## src/hw/rtl/dspp_pkg.sv

```systemverilog
// Shared types, widths and codes of the damper stepper position planner.
`default_nettype none

package dspp_pkg;

    // Field widths.
    localparam int POS_W      = 15;
    localparam int PCT_W      = 8;
    localparam int DIR_W      = 2;
    localparam int OP_W       = 2;
    localparam int OPCT_W     = 7;
    localparam int WD_W       = 16;
    localparam int PROD_W     = POS_W + PCT_W;
    localparam int S_TDATA_W  = 32;
    localparam int M_TDATA_W  = 72;

    localparam logic [POS_W-1:0] POS_MAX = {POS_W{1'b1}};

    // Operation codes carried on s_tuser.
    localparam logic [OP_W-1:0] OP_PLAN  = 2'd0;
    localparam logic [OP_W-1:0] OP_APPLY = 2'd1;
    localparam logic [OP_W-1:0] OP_SET   = 2'd2;

    // Two-bit signed direction codes.
    localparam logic [DIR_W-1:0] DIR_NONE  = 2'b00;
    localparam logic [DIR_W-1:0] DIR_OPEN  = 2'b01;
    localparam logic [DIR_W-1:0] DIR_CLOSE = 2'b11;

    typedef enum logic [3:0] {
        ST_IDLE,
        ST_EXEC,
        ST_TGT_MUL,
        ST_TGT_DIV,
        ST_PLAN_FIN,
        ST_PCT,
        ST_PCT_MUL,
        ST_PCT_DIV,
        ST_EMIT
    } dspp_state_t;

    typedef struct packed {
        logic               start;
        logic [POS_W-1:0]   mcand;
        logic [PCT_W-1:0]   mplier;
    } dspp_mul_req_t;

    typedef struct packed {
        logic               start;
        logic [PROD_W-1:0]  num;
        logic [POS_W-1:0]   den;
    } dspp_div_req_t;

endpackage

`default_nettype wire

```

## src/hw/rtl/dspp_ser_mul.sv

```systemverilog
// Bit-serial shift-and-add multiplier, one multiplier bit per cycle.
`default_nettype none

module dspp_ser_mul (
    input  wire logic                        aclk,
    input  wire logic                        aresetn,
    input  wire dspp_pkg::dspp_mul_req_t     req,
    output logic                             done,
    output logic [dspp_pkg::PROD_W-1:0]      product
);
    import dspp_pkg::*;

    localparam int CNT_W = $clog2(PCT_W);

    logic [PROD_W-1:0] acc_reg, acc_next;
    logic [POS_W-1:0]  mcand_reg;
    logic [PCT_W-1:0]  mplier_reg;
    logic [CNT_W-1:0]  cnt_reg;
    logic              busy_reg;
    logic              done_reg;
    logic              last;

    assign last = (cnt_reg == CNT_W'(PCT_W - 1));

    // MSB first: double the partial sum and add the multiplicand when the bit is set.
    always_comb begin
        acc_next = {acc_reg[PROD_W-2:0], 1'b0} +
                   (mplier_reg[PCT_W-1] ? PROD_W'(mcand_reg) : '0);
    end

    always_ff @(posedge aclk) begin
        if (!aresetn) begin
            busy_reg <= 1'b0;
            done_reg <= 1'b0;
        end else begin
            done_reg <= busy_reg && last;
            if (req.start) begin
                busy_reg <= 1'b1;
            end else if (busy_reg && last) begin
                busy_reg <= 1'b0;
            end
        end
    end

    always_ff @(posedge aclk) begin
        if (req.start) begin
            acc_reg    <= '0;
            mcand_reg  <= req.mcand;
            mplier_reg <= req.mplier;
            cnt_reg    <= '0;
        end else if (busy_reg) begin
            acc_reg    <= acc_next;
            mplier_reg <= {mplier_reg[PCT_W-2:0], 1'b0};
            cnt_reg    <= cnt_reg + 1'b1;
        end
    end

    assign done    = done_reg;
    assign product = acc_reg;

endmodule

`default_nettype wire

```

## src/hw/rtl/dspp_ser_div.sv

```systemverilog
// Bit-serial restoring divider, one quotient bit per cycle.
`default_nettype none

module dspp_ser_div (
    input  wire logic                        aclk,
    input  wire logic                        aresetn,
    input  wire dspp_pkg::dspp_div_req_t     req,
    output logic                             done,
    output logic [dspp_pkg::PROD_W-1:0]      quotient
);
    import dspp_pkg::*;

    localparam int CNT_W = $clog2(PROD_W);

    logic [PROD_W-1:0] num_reg;
    logic [POS_W-1:0]  rem_reg;
    logic [POS_W-1:0]  den_reg;
    logic [CNT_W-1:0]  cnt_reg;
    logic              busy_reg;
    logic              done_reg;
    logic              last;
    logic [POS_W:0]    trial;
    logic [POS_W:0]    diff;
    logic              fits;

    assign last = (cnt_reg == CNT_W'(PROD_W - 1));

    // Bring down the next numerator bit and subtract the divisor if it fits.
    always_comb begin
        trial = {rem_reg, num_reg[PROD_W-1]};
        fits  = (trial >= {1'b0, den_reg});
        diff  = trial - {1'b0, den_reg};
    end

    always_ff @(posedge aclk) begin
        if (!aresetn) begin
            busy_reg <= 1'b0;
            done_reg <= 1'b0;
        end else begin
            done_reg <= busy_reg && last;
            if (req.start) begin
                busy_reg <= 1'b1;
            end else if (busy_reg && last) begin
                busy_reg <= 1'b0;
            end
        end
    end

    always_ff @(posedge aclk) begin
        if (req.start) begin
            num_reg <= req.num;
            den_reg <= req.den;
            rem_reg <= '0;
            cnt_reg <= '0;
        end else if (busy_reg) begin
            num_reg <= {num_reg[PROD_W-2:0], fits};
            rem_reg <= fits ? diff[POS_W-1:0] : trial[POS_W-1:0];
            cnt_reg <= cnt_reg + 1'b1;
        end
    end

    assign done     = done_reg;
    assign quotient = num_reg;

endmodule

`default_nettype wire

```

## src/hw/rtl/damper_stepper_position_planner.sv

```systemverilog
// Top level of the damper stepper position planner: control sequencer and state.
`default_nettype none

// The planner keeps the damper position in steps and a flag that says
// whether that position is known, and takes one request at a time on the
// s_ stream; the operation code travels on s_tuser. A plan request turns a
// target open percent into an absolute step target, a direction, a step
// count and a stall watchdog of five quarters of the steps, rounded up; it
// fails with all plan fields at zero when the position is unknown or the
// travel range is zero. An apply request moves the position by the steps
// taken and clamps it to the travel range. A set request loads a homed
// position and marks it known. Every request yields exactly one result on
// the m_ stream, which always carries the current position and its rounded
// open percent. Products and quotients go through a bit-serial multiplier
// and a bit-serial restoring divider. The open percent is loaded directly
// when it is fixed (position unknown, zero or at full travel, or no range)
// and is otherwise divided out with the multiplier and the divider; a
// successful plan first runs the target multiply and divide. The next
// request is accepted in the cycle after the result is loaded. The result
// sits in an output register, so the next request is taken while the
// previous result still waits for m_tready.
// The travel range is written on the cfg_ port, which is always ready, and
// should only be changed while no request is in flight.
module damper_stepper_position_planner #(
    parameter int PERCENT_FULL = 100
) (
    input  wire logic                             aclk,
    input  wire logic                             aresetn,
    // Configuration: travel range in steps.
    input  wire logic                             cfg_valid,
    output logic                                  cfg_ready,
    input  wire logic [dspp_pkg::POS_W-1:0]       cfg_data,
    // Request stream.
    input  wire logic                             s_tvalid,
    output logic                                  s_tready,
    // s_tdata, low bit up: target_pct[7:0], move_direction[9:8],
    // step_amount[24:10], zero fill[31:25].
    input  wire logic [dspp_pkg::S_TDATA_W-1:0]   s_tdata,
    // s_tuser: operation[1:0].
    input  wire logic [dspp_pkg::OP_W-1:0]        s_tuser,
    // Result stream.
    output logic                                  m_tvalid,
    input  wire logic                             m_tready,
    // m_tdata, low bit up: plan_ok[0], plan_direction[2:1], plan_steps[17:3],
    // plan_target[32:18], watchdog_limit[48:33], current_position[63:49],
    // current_open_pct[70:64], position_known[71].
    output logic [dspp_pkg::M_TDATA_W-1:0]        m_tdata
);
    import dspp_pkg::*;

    localparam logic [PCT_W-1:0]  PF_PCT  = PCT_W'(PERCENT_FULL);
    localparam logic [OPCT_W-1:0] PF_OPCT = OPCT_W'(PERCENT_FULL);
    localparam logic [PROD_W-1:0] PF_HALF = PROD_W'(PERCENT_FULL / 2);

    typedef struct packed {
        logic s_ready;
        logic exec_plan;
        logic exec_other;
        logic tgt_load;
        logic plan_load;
        logic pct_fixed;
        logic pct_load;
        logic out_load;
    } ctl_t;

    dspp_state_t state_reg, state_next;
    ctl_t        ctl;

    // Architectural state.
    logic [POS_W-1:0]  range_reg;
    logic [POS_W-1:0]  pos_reg, pos_next;
    logic              known_reg;

    // Captured request.
    logic [OP_W-1:0]   op_reg;
    logic [PCT_W-1:0]  tpct_reg;
    logic [DIR_W-1:0]  mdir_reg;
    logic [POS_W-1:0]  amt_reg;

    // Result fields under construction.
    logic              ok_reg;
    logic [DIR_W-1:0]  pdir_reg, pdir_next;
    logic [POS_W-1:0]  steps_reg, steps_next;
    logic [POS_W-1:0]  target_reg;
    logic [WD_W-1:0]   wd_reg;
    logic [OPCT_W-1:0] opct_reg, opct_fixed;

    logic                  m_tvalid_reg;
    logic [M_TDATA_W-1:0]  m_tdata_reg;

    logic              plan_go;
    logic              pct_is_fixed;
    logic [PCT_W-1:0]  tpct_clamped;
    logic [POS_W:0]    move_sum;
    logic [POS_W:0]    move_pos;
    logic [WD_W-1:0]   steps_round;

    dspp_mul_req_t     mul_req;
    dspp_div_req_t     div_req;
    logic              mul_done, div_done;
    logic [PROD_W-1:0] mul_prod, div_quot;

    dspp_ser_mul u_mul (
        .aclk    (aclk),
        .aresetn (aresetn),
        .req     (mul_req),
        .done    (mul_done),
        .product (mul_prod)
    );

    dspp_ser_div u_div (
        .aclk     (aclk),
        .aresetn  (aresetn),
        .req      (div_req),
        .done     (div_done),
        .quotient (div_quot)
    );

    // A plan only proceeds with a known position and a calibrated range.
    assign plan_go      = (op_reg == OP_PLAN) && known_reg && (range_reg != '0);
    assign tpct_clamped = (tpct_reg > PF_PCT) ? PF_PCT : tpct_reg;

    // The open percent needs no division when the position is unknown,
    // there is no range, the damper is closed or it is at full travel.
    always_comb begin
        pct_is_fixed = 1'b1;
        opct_fixed   = '0;
        if (!known_reg || (range_reg == '0) || (pos_reg == '0)) begin
            opct_fixed = '0;
        end else if (pos_reg >= range_reg) begin
            opct_fixed = PF_OPCT;
        end else begin
            pct_is_fixed = 1'b0;
        end
    end

    // Apply: move by the reported steps, then clamp to the range and to
    // the width of the position.
    always_comb begin
        move_sum = {1'b0, pos_reg} + {1'b0, amt_reg};
        if (mdir_reg == DIR_OPEN) begin
            move_pos = move_sum;
        end else if (mdir_reg[DIR_W-1]) begin
            move_pos = (amt_reg >= pos_reg) ? '0 : {1'b0, pos_reg - amt_reg};
        end else begin
            move_pos = {1'b0, pos_reg};
        end
        if ((range_reg != '0) && (move_pos > {1'b0, range_reg})) begin
            move_pos = {1'b0, range_reg};
        end
        if (move_pos > {1'b0, POS_MAX}) begin
            move_pos = {1'b0, POS_MAX};
        end
    end

    always_comb begin
        unique case (op_reg)
            OP_APPLY: pos_next = move_pos[POS_W-1:0];
            OP_SET:   pos_next = amt_reg;
            default:  pos_next = pos_reg;
        endcase
    end

    // Plan direction and step count from the divided-out target.
    always_comb begin
        if (target_reg > pos_reg) begin
            pdir_next  = DIR_OPEN;
            steps_next = target_reg - pos_reg;
        end else if (target_reg < pos_reg) begin
            pdir_next  = DIR_CLOSE;
            steps_next = pos_reg - target_reg;
        end else begin
            pdir_next  = DIR_NONE;
            steps_next = '0;
        end
    end

    // Watchdog: steps + ceil(steps / 4).
    assign steps_round = (WD_W'(steps_reg) + WD_W'(3)) >> 2;

    // Next-state logic.
    always_comb begin
        state_next = state_reg;
        unique case (state_reg)
            ST_IDLE:     if (s_tvalid) state_next = ST_EXEC;
            ST_EXEC:     state_next = plan_go ? ST_TGT_MUL : ST_PCT;
            ST_TGT_MUL:  if (mul_done) state_next = ST_TGT_DIV;
            ST_TGT_DIV:  if (div_done) state_next = ST_PLAN_FIN;
            ST_PLAN_FIN: state_next = ST_PCT;
            ST_PCT:      state_next = pct_is_fixed ? ST_EMIT : ST_PCT_MUL;
            ST_PCT_MUL:  if (mul_done) state_next = ST_PCT_DIV;
            ST_PCT_DIV:  if (div_done) state_next = ST_EMIT;
            ST_EMIT:     if (!m_tvalid_reg || m_tready) state_next = ST_IDLE;
            default:     state_next = ST_IDLE;
        endcase
    end

    // Control outputs and arithmetic unit requests.
    always_comb begin
        ctl            = '0;
        mul_req        = '0;
        div_req        = '0;
        unique case (state_reg)
            ST_IDLE: begin
                ctl.s_ready = 1'b1;
            end
            ST_EXEC: begin
                if (plan_go) begin
                    ctl.exec_plan  = 1'b1;
                    mul_req.start  = 1'b1;
                    mul_req.mcand  = range_reg;
                    mul_req.mplier = tpct_clamped;
                end else begin
                    ctl.exec_other = 1'b1;
                end
            end
            ST_TGT_MUL: begin
                if (mul_done) begin
                    div_req.start = 1'b1;
                    div_req.num   = mul_prod + PF_HALF;
                    div_req.den   = POS_W'(PF_PCT);
                end
            end
            ST_TGT_DIV: begin
                ctl.tgt_load = div_done;
            end
            ST_PLAN_FIN: begin
                ctl.plan_load = 1'b1;
            end
            ST_PCT: begin
                if (pct_is_fixed) begin
                    ctl.pct_fixed = 1'b1;
                end else begin
                    mul_req.start  = 1'b1;
                    mul_req.mcand  = pos_reg;
                    mul_req.mplier = PF_PCT;
                end
            end
            ST_PCT_MUL: begin
                if (mul_done) begin
                    div_req.start = 1'b1;
                    div_req.num   = mul_prod + PROD_W'(range_reg >> 1);
                    div_req.den   = range_reg;
                end
            end
            ST_PCT_DIV: begin
                ctl.pct_load = div_done;
            end
            ST_EMIT: begin
                ctl.out_load = !m_tvalid_reg || m_tready;
            end
            default: begin
                ctl = '0;
            end
        endcase
    end

    // Control state and architectural registers.
    always_ff @(posedge aclk) begin
        if (!aresetn) begin
            state_reg    <= ST_IDLE;
            m_tvalid_reg <= 1'b0;
            range_reg    <= '0;
            pos_reg      <= '0;
            known_reg    <= 1'b0;
        end else begin
            state_reg <= state_next;
            if (cfg_valid && cfg_ready) begin
                range_reg <= cfg_data;
            end
            if (ctl.exec_other) begin
                pos_reg <= pos_next;
                if (op_reg == OP_SET) begin
                    known_reg <= 1'b1;
                end
            end
            if (ctl.out_load) begin
                m_tvalid_reg <= 1'b1;
            end else if (m_tready) begin
                m_tvalid_reg <= 1'b0;
            end
        end
    end

    // Payload registers.
    always_ff @(posedge aclk) begin
        if (s_tvalid && ctl.s_ready) begin
            op_reg   <= s_tuser;
            tpct_reg <= s_tdata[PCT_W-1:0];
            mdir_reg <= s_tdata[PCT_W +: DIR_W];
            amt_reg  <= s_tdata[PCT_W+DIR_W +: POS_W];
        end
        if (ctl.exec_other) begin
            ok_reg     <= 1'b0;
            pdir_reg   <= DIR_NONE;
            steps_reg  <= '0;
            target_reg <= '0;
            wd_reg     <= '0;
        end
        if (ctl.exec_plan) begin
            ok_reg <= 1'b1;
        end
        if (ctl.tgt_load) begin
            target_reg <= div_quot[POS_W-1:0];
        end
        if (ctl.plan_load) begin
            pdir_reg  <= pdir_next;
            steps_reg <= steps_next;
        end
        if (state_reg == ST_PCT) begin
            wd_reg <= WD_W'(steps_reg) + steps_round;
        end
        if (ctl.pct_fixed) begin
            opct_reg <= opct_fixed;
        end
        if (ctl.pct_load) begin
            opct_reg <= div_quot[OPCT_W-1:0];
        end
        if (ctl.out_load) begin
            m_tdata_reg <= {known_reg, opct_reg, pos_reg, wd_reg,
                            target_reg, steps_reg, pdir_reg, ok_reg};
        end
    end

    assign cfg_ready = 1'b1;
    assign s_tready  = ctl.s_ready;
    assign m_tvalid  = m_tvalid_reg;
    assign m_tdata   = m_tdata_reg;

endmodule

`default_nettype wire

```

## config.mk

```make
export PLATFORM = sky130hd
export DESIGN_NAME = damper_stepper_position_planner
export DESIGN_NICKNAME = d
export VERILOG_FILES = /design/src/hw/rtl/dspp_pkg.sv /design/src/hw/rtl/dspp_ser_mul.sv /design/src/hw/rtl/dspp_ser_div.sv /design/src/hw/rtl/damper_stepper_position_planner.sv
export SDC_FILE = /design/constraint.sdc
export NUM_CORES = 1
export LEC_CHECK = 0
export BUFFER_PORTS_ARGS = -buffer_cell sky130_fd_sc_hd__buf_2
export CAP_MARGIN = 10
export CORE_UTILIZATION = 55
export CTS_BUF_LIST = sky130_fd_sc_hd__clkbuf_8
export DETAILED_ROUTE_END_ITERATION = 10
export PLACE_DENSITY = 0.74
export SETUP_SLACK_MARGIN = 0.15
export SLEW_MARGIN = 20
export SYNTH_ARGS = -nofsm -noshare
export SYNTH_HDL_FRONTEND = slang
export SYNTH_SLANG_ARGS = --single-unit
```

## constraint.sdc

```tcl
create_clock -name aclk -period 5.4 [get_ports aclk]
set_clock_uncertainty 0.1 [all_clocks]
set_input_delay 1.08 -clock aclk [delete_from_list [all_inputs] [get_ports aclk]]
set_output_delay 1.08 -clock aclk [all_outputs]
set_load 0.02 [all_outputs]
```

==> impl_metrics.py <==
metrics = {
    "outcome": {
        "status": "complete, no violations",
    },
    "global_routing": {
        "grt_usage_pct": 29.4,
        "grt_pass1_wl_um": 81000,
        "grt_max_degree": 54,
        "antenna_found_initial": 1,
        "grt_pass1_vias": 15100,
        "grt_overflow": 0,
    },
    "pwr": {
        "p_leak_nw": 8.80,
        "pwr-share-comb_pct": 28.4,
        "p_clk_share_pct": 29.9,
        "netSwitchingPower_mw": 2.40,
        "p_sw_share_pct": 34.0,
        "p_int_mw": 4.66,
        "p_seq_share_pct": 41.7,
        "total_power_mw": 7.06,
        "powerDensity_mw_per_mm2": 335,
        "ir_worst_vdd_mv": 0.207,
    },
    "drt": {
        "avgRoutedWirePerCell_um": 20.1,
        "drt_iter0_markers": 1467,
        "post_drt_via_cell_ratio": 6.12,
        "drcViolationCount": 0,
        "firstDrtPassIters": 6,
        "drtAntennaViolNets": 0,
        "wl_um": 51500,
        "dr_total_vias": 15700,
    },
    "sta": {
        "slew_violations": 0,
        "tns_ns": 0,
        "rsz0062_at_grt": "no",
        "worst-slew-pin-transition_ns": 1.07,
        "final.period_utilization_pct": 90.2,
        "fin_crit_ns": 4.87,
        "fin_ws_ns": 0.529,
        "setup_violations": 0,
        "fmax_ghz": 0.205,
        "max-slew-margin-rel_pct": 28.4,
        "hold_viol": 0,
    },
    "cts": {
        "cts_buffer_depth": 3,
        "clk_latency_ns": 0.64,
        "cts_buffers": 51,
        "clock-sinks": 302,
        "path_clk_slew_ns": 0.06,
        "h-tree-depth": 2,
        "postCtsSetupBuffers": 0,
        "cts_tree": "built",
        "cts_root_buffer": "clkbuf_8",
    },
    "die": {
        "die-area_sq_mm": 0.0350,
        "start_util_pct": 56.0,
        "num_io_pins": 129,
        "fp.dieW_um": 187,
        "core_area_sq_mm": 0.0336,
        "die_h_um": 187,
        "fp-row-count": 67,
    },
    "placement": {
        "io_buffers": 120,
        "dpl.hpwl_um": 37900,
        "place_ws_ns": 0.393,
        "gp_congestion": 0.930,
    },
    "setup_path": {
        "cp_max_fo": 7,
        "r2r-start": "amt_reg[1]",
        "critPathKind": "reg2reg",
        "startpoint": "amt_reg[1]",
        "r2r-end": "pos_reg[5]",
        "rrSetupSlack_ns": 0.53,
        "critical_path_required_ns": 5.81,
        "rr_worst_depth": 16,
        "arrival_ns": 5.28,
        "critPathCaptureType": "flip-flop",
        "worstSetupStartpointType": "flip-flop",
        "endpoint": "pos_reg[5]",
    },
    "synth": {
        "synth-seq-cells": 302,
        "synth_cell_types": 87,
        "syn_avg_cell_area_sq_um": 9.76,
        "synth-edff-count": 215,
        "synth_fp_nets": 2144,
        "synth_area_sq_mm": 0.0188,
        "async_flop_share_pct": 0,
        "ys_seq_area_share_pct": 43.5,
        "post_synth_inst_count": 1929,
        "synthFlopType": "edfxtp_1",
        "yosysWarnings": 0,
    },
    "cells_and_area": {
        "fin_nets": 2286,
        "final_common_cell": "edfxtp_1",
        "diodes": 0,
        "largest_reg_flops": 72,
        "drive_gt1_share_pct": 13.0,
        "area_growth_pct": 12.1,
        "layout_common_cells": "215 x edfxtp_1, 179 x nor2_1, 153 x ha_1",
    },
    "run": {
        "cap_violations": 0,
    },
    "min_path": {
        "min_path_type": "reg2reg",
    },
}
## power groups by stage
stage | sequential, mW | combinational [mW] | clock [mW]
final | 2.94 | 2.01 | 2.11
after global routing | 2.97 | 2.21 | 2.26
after CTS | 2.93 | 1.97 | 2.15
after detailed placement | 2.98 | 1.96 | 0
after global placement | 2.97 | 1.90 | 0
after floorplan | 2.89 | 1.48 | 0
## worst max-delay path, cell delays in order, from the launching register on
cell	delay, ns
edfxtp_1	0.40
inv_1	0.20
ha_1	0.29
nand2b_1	0.18
a2111o_1	0.53
a211oi_4	0.31
nor3_1	0.10
o31ai_1	0.34
o221ai_1	0.16
a22oi_1	0.25
ha_1	0.32
a2111o_1	0.44
o41ai_2	0.36
o211a_1	0.23
nand2_2	0.17
a211oi_1	0.27
o21ai_1	0.09
## per-stage QoR
step           hold slack (ns)  area, sq um  utilization [%]  cells
3_3_place_gp             0.301        20000             59.6   2466
5_1_grt                  0.327        21100             62.8   2562
6_report                 0.315        21100             62.8   2562
2_1_floorplan            0.300        18800                -   1929
4_1_cts                  0.316        21100             62.7   2562
3_5_place_dp             0.305        20000             59.6   2466
## area by class of cell
cell class	instances	area, sq um
fill	2760	12500
multi-input combinational	1429	9900
sequential	302	8200
timing repair buffer	164	943
clock buffer	55	757
tap	448	561
inverter	123	462
clock inverter	41	287
## metal layers
layer,wire length [um],GRT usage [%]
met1,21800,38.6
met2,23400,46.9
met3,4040,5.29
met4,2240,14.3
met5,14,0
## synth_stat cells, drive strengths merged, types with 13 or more instances
master / count / area (sq um)
nor3: 43 / 220
a21o: 34 / 255
and2: 48 / 300
a22oi: 15 / 113
nand2: 117 / 439
inv: 123 / 462
a21oi: 121 / 606
ha: 153 / 1910
a31oi: 24 / 150
nand4: 22 / 138
clkbuf: 60 / 225
o31ai: 21 / 158
o21a: 35 / 263
o21ai: 118 / 591
dfxtp: 87 / 1740
nor2b: 42 / 263
nand3: 39 / 195
and3: 24 / 150
nor2: 179 / 672
xor2: 36 / 315
nand2b: 18 / 113
mux2i: 44 / 440
edfxtp: 215 / 6460
a221oi: 21 / 190
buf: 15 / 86.3
or2: 13 / 83.8
or3: 16 / 100
a211oi: 26 / 200
xnor2: 45 / 394
## logic make-up (layout without fill, tap and decap cells)
group           Yosys count  after routing  share of synthesized area [%]
simple gates            601            601                           15.9
compound gates          538            538                           19.1
flops                   302            302                           43.5
buf+inv                 198            383                           4.11
fa+ha+maj               161            161                           11.0
xor+xnor                 81             81                           3.77
mux                      47             47                           2.52
other cells               1              1                         0.0199
## worst min-delay path by stage
stage	from	to	cells after the start
after floorplan	pdir_reg[0]	m_tdata[1]	0
after global placement	wd_reg[14]	m_tdata[47]	0
after detailed placement	wd_reg[2]	m_tdata[35]	0
after CTS	pdir_reg[1]	m_tdata[2]	0
after global routing	pdir_reg[1]	m_tdata[2]	0
final	pdir_reg[1]	m_tdata[2]	0
## what timing repair did
action                     in CTS  in global routing
resized for setup               0                  4
setup endpoints to repair       0                  6
hold buffers                    0                  0
No activity file was read; power rests on OpenSTA's default activity.
